## src/design/trq_pkg.sv

```systemverilog
// trq_pkg: types and constants shared by the timestamp reorder queue
// stored entry layout, status codes and sizing of the sorted store
// no dependencies

package trq_pkg;

	localparam int DEPTH = 8;
	localparam int IDX_W = $clog2(DEPTH);
	localparam int CNT_W = $clog2(DEPTH + 1);
	localparam int TS_W = 63;
	localparam int ID_W = 16;
	localparam int THR_W = 4;
	localparam int OCC_W = 4;
	localparam int CMP_W = (CNT_W > THR_W) ? CNT_W : THR_W;
	localparam logic [THR_W-1:0] THR_RESET = THR_W'(5);

	localparam logic OP_PUSH = 1'b0;
	localparam logic OP_POP = 1'b1;

	typedef enum logic [1:0] {
		ST_PUSHED = 2'd0,
		ST_POPPED = 2'd1,
		ST_NONE = 2'd2,
		ST_FULL = 2'd3
	} status_t;

	typedef struct packed {
		logic [ID_W-1:0] id;
		logic [TS_W-1:0] ts;
	} entry_t;

	localparam int ENTRY_W = $bits(entry_t);

endpackage

```

## src/design/trq_ram.sv

```systemverilog
// trq_ram: generic single write, single read port ram with registered read
// used for the sorted entry store; no dependencies

module trq_ram #(
	parameter int WIDTH = 8,
	parameter int DEPTH = 8
) (
	input  logic                     clk,
	input  logic                     we,
	input  logic [$clog2(DEPTH)-1:0] waddr,
	input  logic [WIDTH-1:0]         wdata,
	input  logic [$clog2(DEPTH)-1:0] raddr,
	output logic [WIDTH-1:0]         rdata
);

	logic [WIDTH-1:0] mem_q [DEPTH];

	always_ff @(posedge clk) begin
		if (we) begin
			mem_q[waddr] <= wdata;
		end
		rdata <= mem_q[raddr];
	end

endmodule

```

## src/design/timestamp_reorder_queue_unit.sv

```systemverilog
// timestamp_reorder_queue_unit: presentation timestamp reorder buffer
// depends on trq_pkg and trq_ram
// usage:
//   input stream s_*: one item is a push (s_tuser low) of a timestamp and frame
//   handle, or a pop (s_tuser high) of the earliest frame; s_tlast is the
//   end-of-stream flag, which lets a pop release below the threshold
//   output stream m_*: exactly one result item per input item, in order
//   cfg_we / cfg_wdata set the release threshold; the user must write it only while idle, the block does not enforce it
// timing:
//   entries sit sorted in a ram with one read and one write port; a single
//   timestamp comparator walks the store for a push, one entry at a time,
//   each entry read and then compared
//   s_tready rises the cycle after the result loads, so a new item is only taken
//   once the result of the last one has moved to the output register
// reset: queue empty, threshold 5, no result pending; ram contents not cleared
// stall:
//   a finished result waits in the output register; the next item is taken
//   and worked on, and its result waits until the register frees up

module timestamp_reorder_queue_unit
	import trq_pkg::*;
(
	input  logic             clk,
	input  logic             arst_n,
	input  logic             s_tvalid,
	output logic             s_tready,
	input  logic [79:0]      s_tdata,   // timestamp[62:0], frame_id[78:63], zero pad
	input  logic             s_tuser,   // op
	input  logic             s_tlast,   // end_of_stream
	output logic             m_tvalid,
	input  logic             m_tready,
	output logic [87:0]      m_tdata,   // out_timestamp[62:0], out_frame_id[78:63],
	                                    // occupancy[82:79], zero pad
	output logic [1:0]       m_tuser,   // status
	input  logic             cfg_we,
	input  logic [THR_W-1:0] cfg_wdata
);

	typedef enum logic [2:0] {
		S_IDLE,
		S_PRD,
		S_PCMP,
		S_PINS,
		S_QRD0,
		S_QHEAD,
		S_QRD,
		S_QMV
	} state_t;

	state_t           state_q;
	logic             done_q;
	logic [TS_W-1:0]  ts_q;
	logic [ID_W-1:0]  id_q;
	logic [IDX_W-1:0] idx_q;
	logic [CNT_W-1:0] count_q;
	logic [THR_W-1:0] thr_q;
	status_t          res_status_q;
	entry_t           res_q;
	logic             m_tvalid_q;
	status_t          out_status_q;
	entry_t           out_entry_q;
	logic [OCC_W-1:0] out_occ_q;

	entry_t           rd_entry;
	logic [ENTRY_W-1:0] rd_data;
	logic             ram_we;
	logic [IDX_W-1:0] ram_waddr;
	entry_t           ram_wdata;
	logic             ts_le;
	logic             accept;
	logic             load_out;
	logic             in_op;
	logic             in_eos;
	entry_t           in_entry;

	assign in_entry = entry_t'(s_tdata[ENTRY_W-1:0]);
	assign in_op = s_tuser;
	assign in_eos = s_tlast;
	assign rd_entry = entry_t'(rd_data);
	assign s_tready = (state_q == S_IDLE) && !done_q;
	assign accept = s_tvalid && s_tready;
	assign load_out = done_q && (!m_tvalid_q || m_tready);

	// single timestamp comparator, used by the push walk
	assign ts_le = (ts_q <= rd_entry.ts);

	always_comb begin
		ram_we = 1'b0;
		ram_waddr = idx_q;
		ram_wdata = rd_entry;
		case (state_q)
			S_PCMP: begin
				ram_we = 1'b1;
				ram_waddr = idx_q + IDX_W'(1);
				if (!ts_le) begin
					ram_wdata = '{id: id_q, ts: ts_q};
				end
			end
			S_PINS: begin
				ram_we = 1'b1;
				ram_wdata = '{id: id_q, ts: ts_q};
			end
			S_QMV: begin
				ram_we = 1'b1;
				ram_waddr = idx_q - IDX_W'(1);
			end
			default: begin
				ram_we = 1'b0;
			end
		endcase
	end

	trq_ram #(
		.WIDTH(ENTRY_W),
		.DEPTH(DEPTH)
	) u_store (
		.clk  (clk),
		.we   (ram_we),
		.waddr(ram_waddr),
		.wdata(ram_wdata),
		.raddr(idx_q),
		.rdata(rd_data)
	);

	always_ff @(posedge clk or negedge arst_n) begin
		if (!arst_n) begin
			state_q <= S_IDLE;
			done_q <= 1'b0;
			idx_q <= '0;
			count_q <= '0;
			thr_q <= THR_RESET;
			res_status_q <= ST_NONE;
			m_tvalid_q <= 1'b0;
			out_status_q <= ST_NONE;
		end else begin
			if (cfg_we) begin
				thr_q <= cfg_wdata;
			end
			if (load_out) begin
				m_tvalid_q <= 1'b1;
				out_status_q <= res_status_q;
				out_entry_q <= res_q;
				out_occ_q <= OCC_W'(count_q);
				done_q <= 1'b0;
			end else if (m_tready) begin
				m_tvalid_q <= 1'b0;
			end
			case (state_q)
				S_IDLE: begin
					if (accept) begin
						ts_q <= in_entry.ts;
						id_q <= in_entry.id;
						res_q <= '0;
						if (in_op == OP_PUSH) begin
							if (count_q == CNT_W'(DEPTH)) begin
								res_status_q <= ST_FULL;
								done_q <= 1'b1;
							end else if (count_q == '0) begin
								idx_q <= '0;
								state_q <= S_PINS;
							end else begin
								idx_q <= IDX_W'(count_q - CNT_W'(1));
								state_q <= S_PRD;
							end
						end else begin
							if (count_q == '0 ||
							    (!in_eos && CMP_W'(count_q) < CMP_W'(thr_q))) begin
								res_status_q <= ST_NONE;
								done_q <= 1'b1;
							end else begin
								idx_q <= '0;
								state_q <= S_QRD0;
							end
						end
					end
				end
				S_PRD: begin
					state_q <= S_PCMP;
				end
				S_PCMP: begin
					if (ts_le) begin
						if (idx_q == '0) begin
							state_q <= S_PINS;
						end else begin
							idx_q <= idx_q - IDX_W'(1);
							state_q <= S_PRD;
						end
					end else begin
						count_q <= count_q + CNT_W'(1);
						res_status_q <= ST_PUSHED;
						done_q <= 1'b1;
						state_q <= S_IDLE;
					end
				end
				S_PINS: begin
					count_q <= count_q + CNT_W'(1);
					res_status_q <= ST_PUSHED;
					done_q <= 1'b1;
					state_q <= S_IDLE;
				end
				S_QRD0: begin
					state_q <= S_QHEAD;
				end
				S_QHEAD: begin
					res_q <= rd_entry;
					res_status_q <= ST_POPPED;
					if (count_q == CNT_W'(1)) begin
						count_q <= count_q - CNT_W'(1);
						done_q <= 1'b1;
						state_q <= S_IDLE;
					end else begin
						idx_q <= IDX_W'(1);
						state_q <= S_QRD;
					end
				end
				S_QRD: begin
					state_q <= S_QMV;
				end
				S_QMV: begin
					if (CNT_W'(idx_q) == count_q - CNT_W'(1)) begin
						count_q <= count_q - CNT_W'(1);
						done_q <= 1'b1;
						state_q <= S_IDLE;
					end else begin
						idx_q <= idx_q + IDX_W'(1);
						state_q <= S_QRD;
					end
				end
				default: begin
					state_q <= S_IDLE;
				end
			endcase
		end
	end

	assign m_tvalid = m_tvalid_q;
	assign m_tuser = out_status_q;
	assign m_tdata = {5'd0, out_occ_q, out_entry_q};

`ifndef SYNTHESIS
	a_count_range: assert property (@(posedge clk) disable iff (!arst_n)
		count_q <= CNT_W'(DEPTH))
		else $error("entry count above depth");

	a_full_drop: assert property (@(posedge clk) disable iff (!arst_n)
		(load_out && res_status_q == ST_FULL) |-> count_q == CNT_W'(DEPTH))
		else $error("push dropped while store not full");

	a_read_index: assert property (@(posedge clk) disable iff (!arst_n)
		(state_q == S_PCMP || state_q == S_QMV) |-> CNT_W'(idx_q) < count_q)
		else $error("store read beyond stored entries");

	a_accept_busy: assert property (@(posedge clk) disable iff (!arst_n)
		accept |=> (state_q != S_IDLE || done_q))
		else $error("accepted item not taken up");
`endif

endmodule

```

## config.mk

```make
export PLATFORM = sky130hd
export DESIGN_NAME = timestamp_reorder_queue_unit
export DESIGN_NICKNAME = d
export VERILOG_FILES = /design/src/design/trq_pkg.sv /design/src/design/trq_ram.sv /design/src/design/timestamp_reorder_queue_unit.sv
export SDC_FILE = /design/constraint.sdc
export NUM_CORES = 1
export LEC_CHECK = 0
export BUFFER_PORTS_ARGS = -buffer_cell sky130_fd_sc_hd__buf_2
export CORE_ASPECT_RATIO = 1.75
export CORE_UTILIZATION = 40
export CTS_CLUSTER_DIAMETER = 200
export DETAILED_ROUTE_END_ITERATION = 16
export PLACE_DENSITY = 0.59
export SYNTH_ARGS = -nofsm -noshare
export SYNTH_HDL_FRONTEND = slang
export SYNTH_SLANG_ARGS = --single-unit
export TNS_END_PERCENT = 30
```

## constraint.sdc

```tcl
create_clock -name clk -period 21.6 [get_ports clk]
set_input_delay 1.08 -clock clk [delete_from_list [all_inputs] [get_ports clk]]
set_output_delay 1.08 -clock clk [all_outputs]
set_load 0.05 [all_outputs]
```

* After elaboration in Yosys (flattened, before gate mapping)
Memories as Yosys holds them, arrays and structs flattened. A register that Yosys moved wholly into a read port is not among the register bits.
Cells that the tools add are included.
** Operators by class
- Mux-type cells :: 49
- Equality and inequality tests :: 22
- Multipliers :: 0
- Shifts and indexed selects :: 0
- Reduce and logical (&&, ||, !) cells :: 25
- Div/mod/pow operators :: 0
- Add/subtract/negate cells :: 4
- Bitwise gates (word level) :: 0
- Order comparisons :: 2
** Operators by type and width (count)
- $pmux 79 s2 :: 2
- $mux 79 :: 2
- $le 63x63->1 :: 1
- $mux 3 :: 16
- $pmux 3 s8 :: 1
- $ne 2x2->1 const B :: 8
- $pmux 4 s4 :: 1
- $mux 2 :: 7
- $mux 1 :: 13
- $eq 3x3->1 const B :: 4
- $mux 4 :: 3
- $pmux 3 s4 :: 1
- $reduce_bool 4->1 :: 3
- $reduce_and 3->1 :: 3
- $pmux 2 s4 :: 1
- $reduce_and 8->1 :: 1
- $eq 3x2->1 const B :: 2
- $logic_not 3->1 :: 2
- $ne 3x2->1 const B :: 2
- $ne 3x3->1 const B :: 2
- $pmux 3 s2 :: 1
- $pmux 1 s5 :: 1
- $reduce_and 5->1 :: 1
- $add 4x1->4 const B :: 1
- other kinds (16) :: 23
** Storage, ports and cells
- Output and inout bits :: 92
- Bits in writable memories :: 632
- Bits in read-only memories :: 0
- Bits in latches :: 0
- Logic and storage cells :: 118
- Memories kept :: 1
- Register bits after elaboration :: 261
** Memories
- u_store.mem_q :: words 8, bits a word 79, rd ports 1, clocked after Yosys merged registers in 1, wr ports 1, line trq_ram.sv:16 : logic [WIDTH-1:0] mem_q [DEPTH];

* Logic depth before layout (Yosys ltp)
Gate-level depths: netlist (run 1).
- Word-level depth :: 8
- Mapped depth :: 12
- Gate-level depth less buffers :: 10

* Modules after synthesis
From an unflattened synthesis (run 1), not the netlist that was laid out.
** Unflattened totals
- Cells, all modules :: 1833
- Area, all modules :: 37370.8 um^2
** Modules (own cells, without submodules)
- trq_ram :: instances 1, seq. area each 20559.7 um^2, area each 25360.6 um^2, cells each 1006
- timestamp_reorder_queue_unit :: instances 1, seq. area each 7742.4 um^2, area each 12010.3 um^2, cells each 827

* Least setup slack after synthesis (run 1)
No wires, ideal clock.
- Path type :: register to register
- From :: reg idx_q[0]
- To :: mem u_store.mem_q[0][0] (netlist name) (enable)
- Slack :: 11.507 ns
- Stages on the path, launching flop included :: 9
- Library setup time :: 0.711 ns
- Arrival :: 9.383 ns
- Cells stage by stage :: dfrtp_1 clkbuf_1 clkbuf_1 inv_1 ha_1 a22o_1 nand2_1 xnor2_1 nor4_1
** On the way
- Word-level cells in the longest chain between the ends :: 2
** RTL lines
- start, declared :: line timestamp_reorder_queue_unit.sv:54 : logic [IDX_W-1:0] idx_q;
- start signal, assigned :: line timestamp_reorder_queue_unit.sv:162 : idx_q <= IDX_W'(count_q - CNT_W'(1));
- start signal, assigned :: line timestamp_reorder_queue_unit.sv:185 : idx_q <= idx_q - IDX_W'(1);
- start signal, assigned :: line timestamp_reorder_queue_unit.sv:225 : idx_q <= idx_q + IDX_W'(1);
- $sub 3x1->3 / $add 3x1->3 (equally long branches) :: line timestamp_reorder_queue_unit.sv:105, timestamp_reorder_queue_unit.sv:94
- $pmux 3 s2 (*) :: line timestamp_reorder_queue_unit.sv:91 : case (state_q)
- end, declared :: line trq_ram.sv:16
Every way passes the cells marked *; elsewhere a longest branch is shown, timed or not.

==> metrics.csv, run 1 <==
stage;metric;value;unit
worst_setup_path;most used cell, CP;buf_4;
power;Switching Power;1.84;mW
power;Int Power;4.30;mW
place;IO Port Bufs;176;
worst_setup_path;CP max stage delay;1.00;ns
sta;crit path time final;5.65;ns
floorplanning;die width;231;um
worst_setup_path;crit path launch type;flip-flop;
logic_synthesis;FFs w/ async S/R, synth;2.06;%
worst_setup_path;sum of buffers and inverters on the critical path;2;
drt;initial drt markers;1248;
logic_synthesis;synth unique cells;57;
worst_setup_path;Worst EP arrival;5.90;ns
worst_setup_path;RR Startpoint;ts_q[61];
drt;Final ANT Viol Nets;0;
logic_synthesis;Syn Area/Cell;19.3;um^2
sta;Least-Margin Pin Slew;1.13;ns
clocking;cts hold-fix bufs;0;
worst_setup_path;worst r2r dst;u_store.mem_q[3][19];
outcome;status;finished, final reports clean;
power;Power Density;145;nW/um^2
power;total power;6.14;mW
logic_synthesis;number of enable flip-flop cells after synthesis;873;
drt;final WL;79.8;mm
sta;final max-slew violation count;0;
place;GPL Wtd Cong;0.773;
worst_setup_path;WP data required;21.85;ns
power;Switching Share;29.9;%
logic_synthesis;synthesis-stage register bit count;972;
power;combinational share of power;25.5;%
logic_synthesis;Top FF cell, synth;edfxtp_1;
clocking;Num CTS Buffers;87;
sta;RSZ-0062 raised after global routing;false;
clocking;TritonCTS clock tree;yes;
grt;initial antenna violation count;3;
logic_synthesis;Gate Count Post-Synth;1903;
floorplanning;core box area;90800;um^2
clocking;Clock transition at path regs;0.07;ns
floorplanning;I/O pins;183;
worst_setup_path;Top delay family on crit path;simple AND/OR/NAND/NOR gates;
power;VDD IR max;0.0723;mV
sta;PnR worst setup slack;15.95;ns
drt;DRC viols;0;
floorplanning;row cnt;146;
place;area post-placement;39100;um^2
worst_setup_path;CP Cell Sequence;ha_1 > nand4_1 > nor4_1 > nand2_1 > a41oi_1 > o41ai_4 > nor2_4 > buf_4 > buf_4 > o21ai_0;
worst_hold_path;hold crit path type;in -> async;
clocking;maximum level of the CTS H-tree;3;
cells_and_area;area grow syn2layout;14.8;%
job;Max-Cap Viols;0;
worst_setup_path;Crit. Startpoint;ts_q[61];
worst_setup_path;crit-path max FO;78;
cells_and_area;layout cells sized above 1;29.1;%
grt;pin count of the biggest net entering global routing;79;
clocking;post-CTS setup buffer count;0;
grt;vias in the first global route;18938;
sta;Final period util;26.1;%
drt;Vias;17855;
worst_setup_path;CP max-delay cell;nor4_1;
place;pre-CTS setup slack;15.85;ns
grt;overall routing resource usage;17.4;%
logic_synthesis;synth warn;0;
sta;fmax;177;MHz
place;dpl hpwl;44.4;mm
sta;skew final;0.0241;ns
clocking;Clock Latency Late Sink;0.66;ns
grt;first-pass GRT wire length;119;mm
clocking;PostCTS Resize Cnt;0;
drt;via density per instance;5.29;
worst_setup_path;Setup Crit Path Kind;reg -> reg;
floorplanning;die area;93300;um^2
clocking;CTS Buffer Depth;3;
floorplanning;DIE HEIGHT;403;um
power;Lkg Pwr;14.3;nW
sta;# setup viols final;0;
power;Clk network pwr share;27.6;%
drt;drt pass-1 iters;8;
worst_setup_path;CP Capture Type;flip-flop;
clocking;root buf cell;clkbuf_16;
worst_setup_path;reg2reg path depth;10;
grt;GR Overflow Total;0;
floorplanning;initial core utilization;40.5;%
sta;setup TNS;0;ns
drt;wire per inst;23.6;um
cells_and_area;fin area;42300;um^2
logic_synthesis;sequential fraction of the synthesis area;76.9;%
cells_and_area;Total Nets Final;2284;
power;part of the power in registers;46.9;%
clocking;clk sinks;972;
sta;Worst slew margin;23.9;%
worst_setup_path;R2R Setup Slk;15.95;ns
logic_synthesis;Syn Std Cell Area;36800;um^2
sta;Hold Vio Cnt, Final;0;
-- worst max-delay path by stage --
| stage | slack [ns] | endpoint | cells after the start |
|---|---|---|---|
| 2_1_floorplan | 11.51 | u_store.mem_q[0][0] | 8 |
| 3_3_place_gp | 15.90 | u_store.mem_q[3][6] | 10 |
| 3_5_place_dp | 15.85 | u_store.mem_q[2][19] | 10 |
| 4_1_cts | 15.82 | u_store.mem_q[2][19] | 10 |
| 5_1_grt | 15.51 | u_store.mem_q[6][3] | 10 |
| 6_report | 15.95 | u_store.mem_q[3][19] | 10 |
-- state kept, by name (all words and copies together), names as in the netlist --
register / count
idx_q: 3
m_tvalid: 1
res_q: 79
res_status_q: 2
id_q: 16
ts_q: 63
m_tuser: 2
count_q: 4
m_tdata: 79
done_q: 1
thr_q: 4
u_store.rdata: 79
out_occ_q: 4
state_q: 3
u_store.mem_q: 632
-- synth_stat cells (all sizes together) (8+ instances only) --
library cell / n / area share, %
dfxtp: 79 / 4.3
edfxtp: 873 / 71
ha: 73 / 2.5
xnor2: 9 / 0.21
dfrtp: 16 / 1.1
nor2: 94 / 0.98
mux4: 158 / 9.7
clkbuf: 56 / 0.57
nor3: 8 / 0.11
nand3: 9 / 0.12
nand4: 15 / 0.25
mux2: 101 / 3.1
inv: 77 / 0.79
o21ai: 84 / 1.1
a21oi: 36 / 0.49
buf: 26 / 0.41
and3: 20 / 0.34
nand2: 94 / 0.96
nor4: 8 / 0.14
-- cell type report --
class / instances / area, um^2
diodes: 1 / 2.50
clock buffers: 103 / 2320
clock inverters: 58 / 815
fillers: 7509 / 48500
inverters: 77 / 289
multi-input cells: 776 / 7950
flip-flops and latches: 972 / 28300
well taps: 1184 / 1480
repair buffers: 206 / 1110
-- power groups by stage --
stage,clock network [mW],logic (mW),registers [mW]
final,1.69,1.57,2.88
after global routing,1.79,1.73,2.92
after CTS,1.73,1.60,2.88
after detailed placement,0,1.59,2.92
after global placement,0,1.55,2.91
after floorplan,0,1.13,2.90
-- cells in the final DEF (no fill, tap or decap), drive strengths merged, types with 3 or more instances in the layout --
cell      Yosys  layout
a21oi        36      36
a221oi        5       5
a31oi         3       3
and3         20      20
buf          26     206
bufinv        0      19
clkbuf       56     103
clkinv        0      27
clkinvlp      0       5
conb          1       5
dfrtp        16      16
dfstp         4       4
dfxtp        79      79
edfxtp      873     873
ha           73      73
inv          77      84
mux2        101     101
mux4        158     158
nand2        94      94
nand2b        7       7
nand3         9       9
nand4        15      15
nor2         94      94
nor3          8       8
nor4          8       8
o21ai        84      84
o22ai         7       7
xnor2         9       9
xor2          4       4
-- metal layers --
metal	share of wire (%)	track usage, %
met1	42	22.5
met2	50	29.3
met3	5.2	3.43
met4	2.7	5.72
met5	0.043	0
-- metrics by stage --
step / hold slack, ns / util, % / instances
finish: 0.387 / 46.6 / 3377
global route: 0.392 / 46.6 / 3376
detailed placement: 0.405 / 43.1 / 3215
floorplan: 0.400 / - / 1907
CTS: 0.352 / 46.6 / 3376
global placement: 0.402 / 43.1 / 3215
-- kinds of logic after synthesis --
group | synth area share [%]
AOI/OAI and AO/OA | 2.46
xor gates and xnor gates | 0.309
adders and majority gates | 2.48
buffers and inverters | 1.77
DFF | 76.9
muxes | 12.8
other | 0.0102
and+or+nand+nor | 3.33
No activity file was read; power rests on OpenSTA's default activity.
==> run 2, diff against run 1 <==
==> constraint.sdc (replaced) <==
create_clock -name clk -period 5.2 [get_ports clk]
set_input_delay 0.26 -clock clk [delete_from_list [all_inputs] [get_ports clk]]
set_output_delay 0.26 -clock clk [all_outputs]
set_load 0.05 [all_outputs]
==> run 2 against run 1 <==
Clock skew up 0.0042 ns. Hold slack lost 0.27 ns. Clock power increased to 4.0 times the previous value. Maximum frequency increased by 42%. Worst setup slack lost 15 ns. Final area grew 2.0%. Via count up 1.5%. Critical path depth stayed put. Critical path type unchanged. Largest cell class unchanged. Highest routed layer unchanged.
==> metrics.csv, run 2 (same netlist as run 1, synthesis figures left out) <==
stage;metric;value;unit;change
worst_hold_path;hold crit path type;in -> reg;;
floorplanning;DIE HEIGHT;403;um;unchanged
place;area post-placement;39200;um^2;+0.17%
sta;setup TNS;0;ns;unchanged
worst_setup_path;WP data required;5.48;ns;-16.37 ns
clocking;PostCTS Resize Cnt;0;;unchanged
place;GPL Wtd Cong;0.771;;-0.27%
drt;drt pass-1 iters;5;;-3
floorplanning;die width;231;um;unchanged
floorplanning;initial core utilization;40.5;%;unchanged
job;Max-Cap Viols;0;;unchanged
cells_and_area;max FFs per register;632;;unchanged
cells_and_area;Final Util;47.5;%;+0.92 points
sta;crit path time final;3.99;ns;-1.66 ns
worst_setup_path;Setup Crit Path Kind;reg -> reg;;
clocking;Num CTS Buffers;86;;-1.1%
sta;skew final;0.0283;ns;+0.00422 ns
clocking;CTS Buffer Depth;3;;unchanged
outcome;status;finished, final reports clean;;
sta;final max-slew violation count;0;;unchanged
clocking;maximum level of the CTS H-tree;3;;unchanged
cells_and_area;largest register by flop count;u_store.mem_q;;
sta;fmax;251;MHz;+42%
drt;wire per inst;23.3;um;-1.5%
grt;GR Overflow Total;0;;unchanged
sta;Hold Vio Cnt, Final;0;;unchanged
worst_setup_path;Worst EP arrival;4.27;ns;-1.63 ns
drt;final WL;80.7;mm;+1.2%
worst_setup_path;crit-path max FO;132;;+69%
clocking;root buf cell;clkbuf_16;;
clocking;Clock Latency Late Sink;0.67;ns;about the same
power;Lkg Pwr;14.7;nW;+2.3%
sta;Least-Margin Pin Slew;1.11;ns;-0.0187 ns
place;dpl hpwl;44.6;mm;+0.36%
cells_and_area;layout cells sized above 1;27.7;%;-1.4 points
drt;Final ANT Viol Nets;0;;unchanged
power;Power Density;588;nW/um^2;+310%
floorplanning;die area;93300;um^2;unchanged
grt;first-pass GRT wire length;121;mm;+1.3%
drt;via density per instance;5.22;;-1.2%
floorplanning;row cnt;146;;unchanged
cells_and_area;fin area;43100;um^2;+2.0%
cells_and_area;most common cell after layout, fill and taps aside;edfxtp_1;;
cells_and_area;area grow syn2layout;17.1;%;
sta;RSZ-0062 raised after global routing;false;;
grt;overall routing resource usage;17.6;%;+0.22 points
worst_setup_path;CP Capture Type;flip-flop;;
sta;Worst slew margin;25.8;%;+1.9 points
clocking;clk sinks;972;;unchanged
floorplanning;core box area;90800;um^2;unchanged
grt;initial antenna violation count;3;;unchanged
drt;initial drt markers;1192;;-4.5%
grt;pin count of the biggest net entering global routing;133;;+68%
place;IO Port Bufs;176;;unchanged
clocking;TritonCTS clock tree;yes;;
drt;Vias;18118;;+1.5%
cells_and_area;most frequent cells in the layout;edfxtp_1, buf_2, mux4_2;;
cells_and_area;Total Nets Final;2375;;+4.0%
grt;vias in the first global route;19360;;+2.2%
cells_and_area;fillcell total;7532;;+0.31%
power;VDD IR max;0.278;mV;+280%
sta;# setup viols final;0;;unchanged
clocking;Clock transition at path regs;0.07;ns;about the same
drt;DRC viols;0;;unchanged
sta;Final period util;76.7;%;+51 points
floorplanning;I/O pins;183;;unchanged
worst_setup_path;crit path launch type;flip-flop;;
[run 2: cell count changes in the layout (fill, tap and decap cells not counted), sizes merged]
cell,before,now
bufinv,19,13
inv,84,82
buf,206,210
clkinv,27,30
clkbuf,103,110
diode,1,2
clkinvlp,5,3
dlygate4sd3,0,88
[run 2: where the power goes]
part | internal, mW | switching [mW]
clock network | 3.92 | 2.83
logic | 2.53 | 4.16
registers | 11.3 | 0.660
total | 17.7 | 7.65
[run 2: path summary, 6_finish.rpt]
kind                            from             endpoint  slack (ns)  cells past startpoint
hold / removal              s_tvalid           state_q[1]        0.11                      4
setup reg to reg            ts_q[38]  u_store.mem_q[2][3]        1.21                     10
hold reg to reg            res_q[50]          m_tdata[50]        0.41                      0
min in group asynchronous     arst_n             idx_q[0]        0.18                      2
max in group asynchronous     arst_n             idx_q[2]        4.60                      2
setup / recovery            ts_q[38]  u_store.mem_q[2][3]        1.21                     10
[run 2: layer usage]
layer	wire (um)	GRT usage, %	vias to the layer above	part of all wire, %
met2	41100	30.1	488	51
met3	4150	3.46	112	5.1
met5	36	0	-	0.045
met1	33600	22.5	9409	42
li1	-	-	8103	-
met4	1830	5.61	6	2.3
[run 2: timing repair]
action | in CTS | in global routing
hold buffers | 88 | 0
hold endpoints to repair | 106 | 0
buffers inserted | 0 | 0
[run 2: final cells by class]
class | instances | area, um^2 | area share (%)
Clock inverter | 51 | 627 | 1.45
Multi-Input combinational cell | 776 | 7970 | 18.5
Tap cell | 1184 | 1480 | 3.44
Timing Repair Buffer | 298 | 2030 | 4.71
Clock buffer | 110 | 2390 | 5.54
Inverter | 77 | 289 | 0.670
Sequential cell | 972 | 28300 | 65.7
Antenna cell | 2 | 5.00 | 0.0116
[run 2: metrics by stage]
step           cells  power (mW)  setup slack (ns)  hold WS (ns)
4_1_cts         3468        25.7              1.17        0.0558
3_3_place_gp    3219        18.5              1.29         0.257
3_5_place_dp    3219        18.8              1.19         0.280
2_1_floorplan   1907        16.7            -0.882       -0.0356
6_report        3470        25.4              1.21         0.113
5_1_grt         3468        26.6             0.990        0.0827
[run 2: critical path: stages (launching register included)]
cell,delay [ns]
edfxtp_1,0.40
ha_1,0.33
nand4_1,0.24
nor4_1,0.39
buf_4,0.21
nand2_1,0.10
a41oi_1,0.51
o41ai_4,0.20
nor2_4,0.18
buf_12,0.53
o21ai_0,0.45
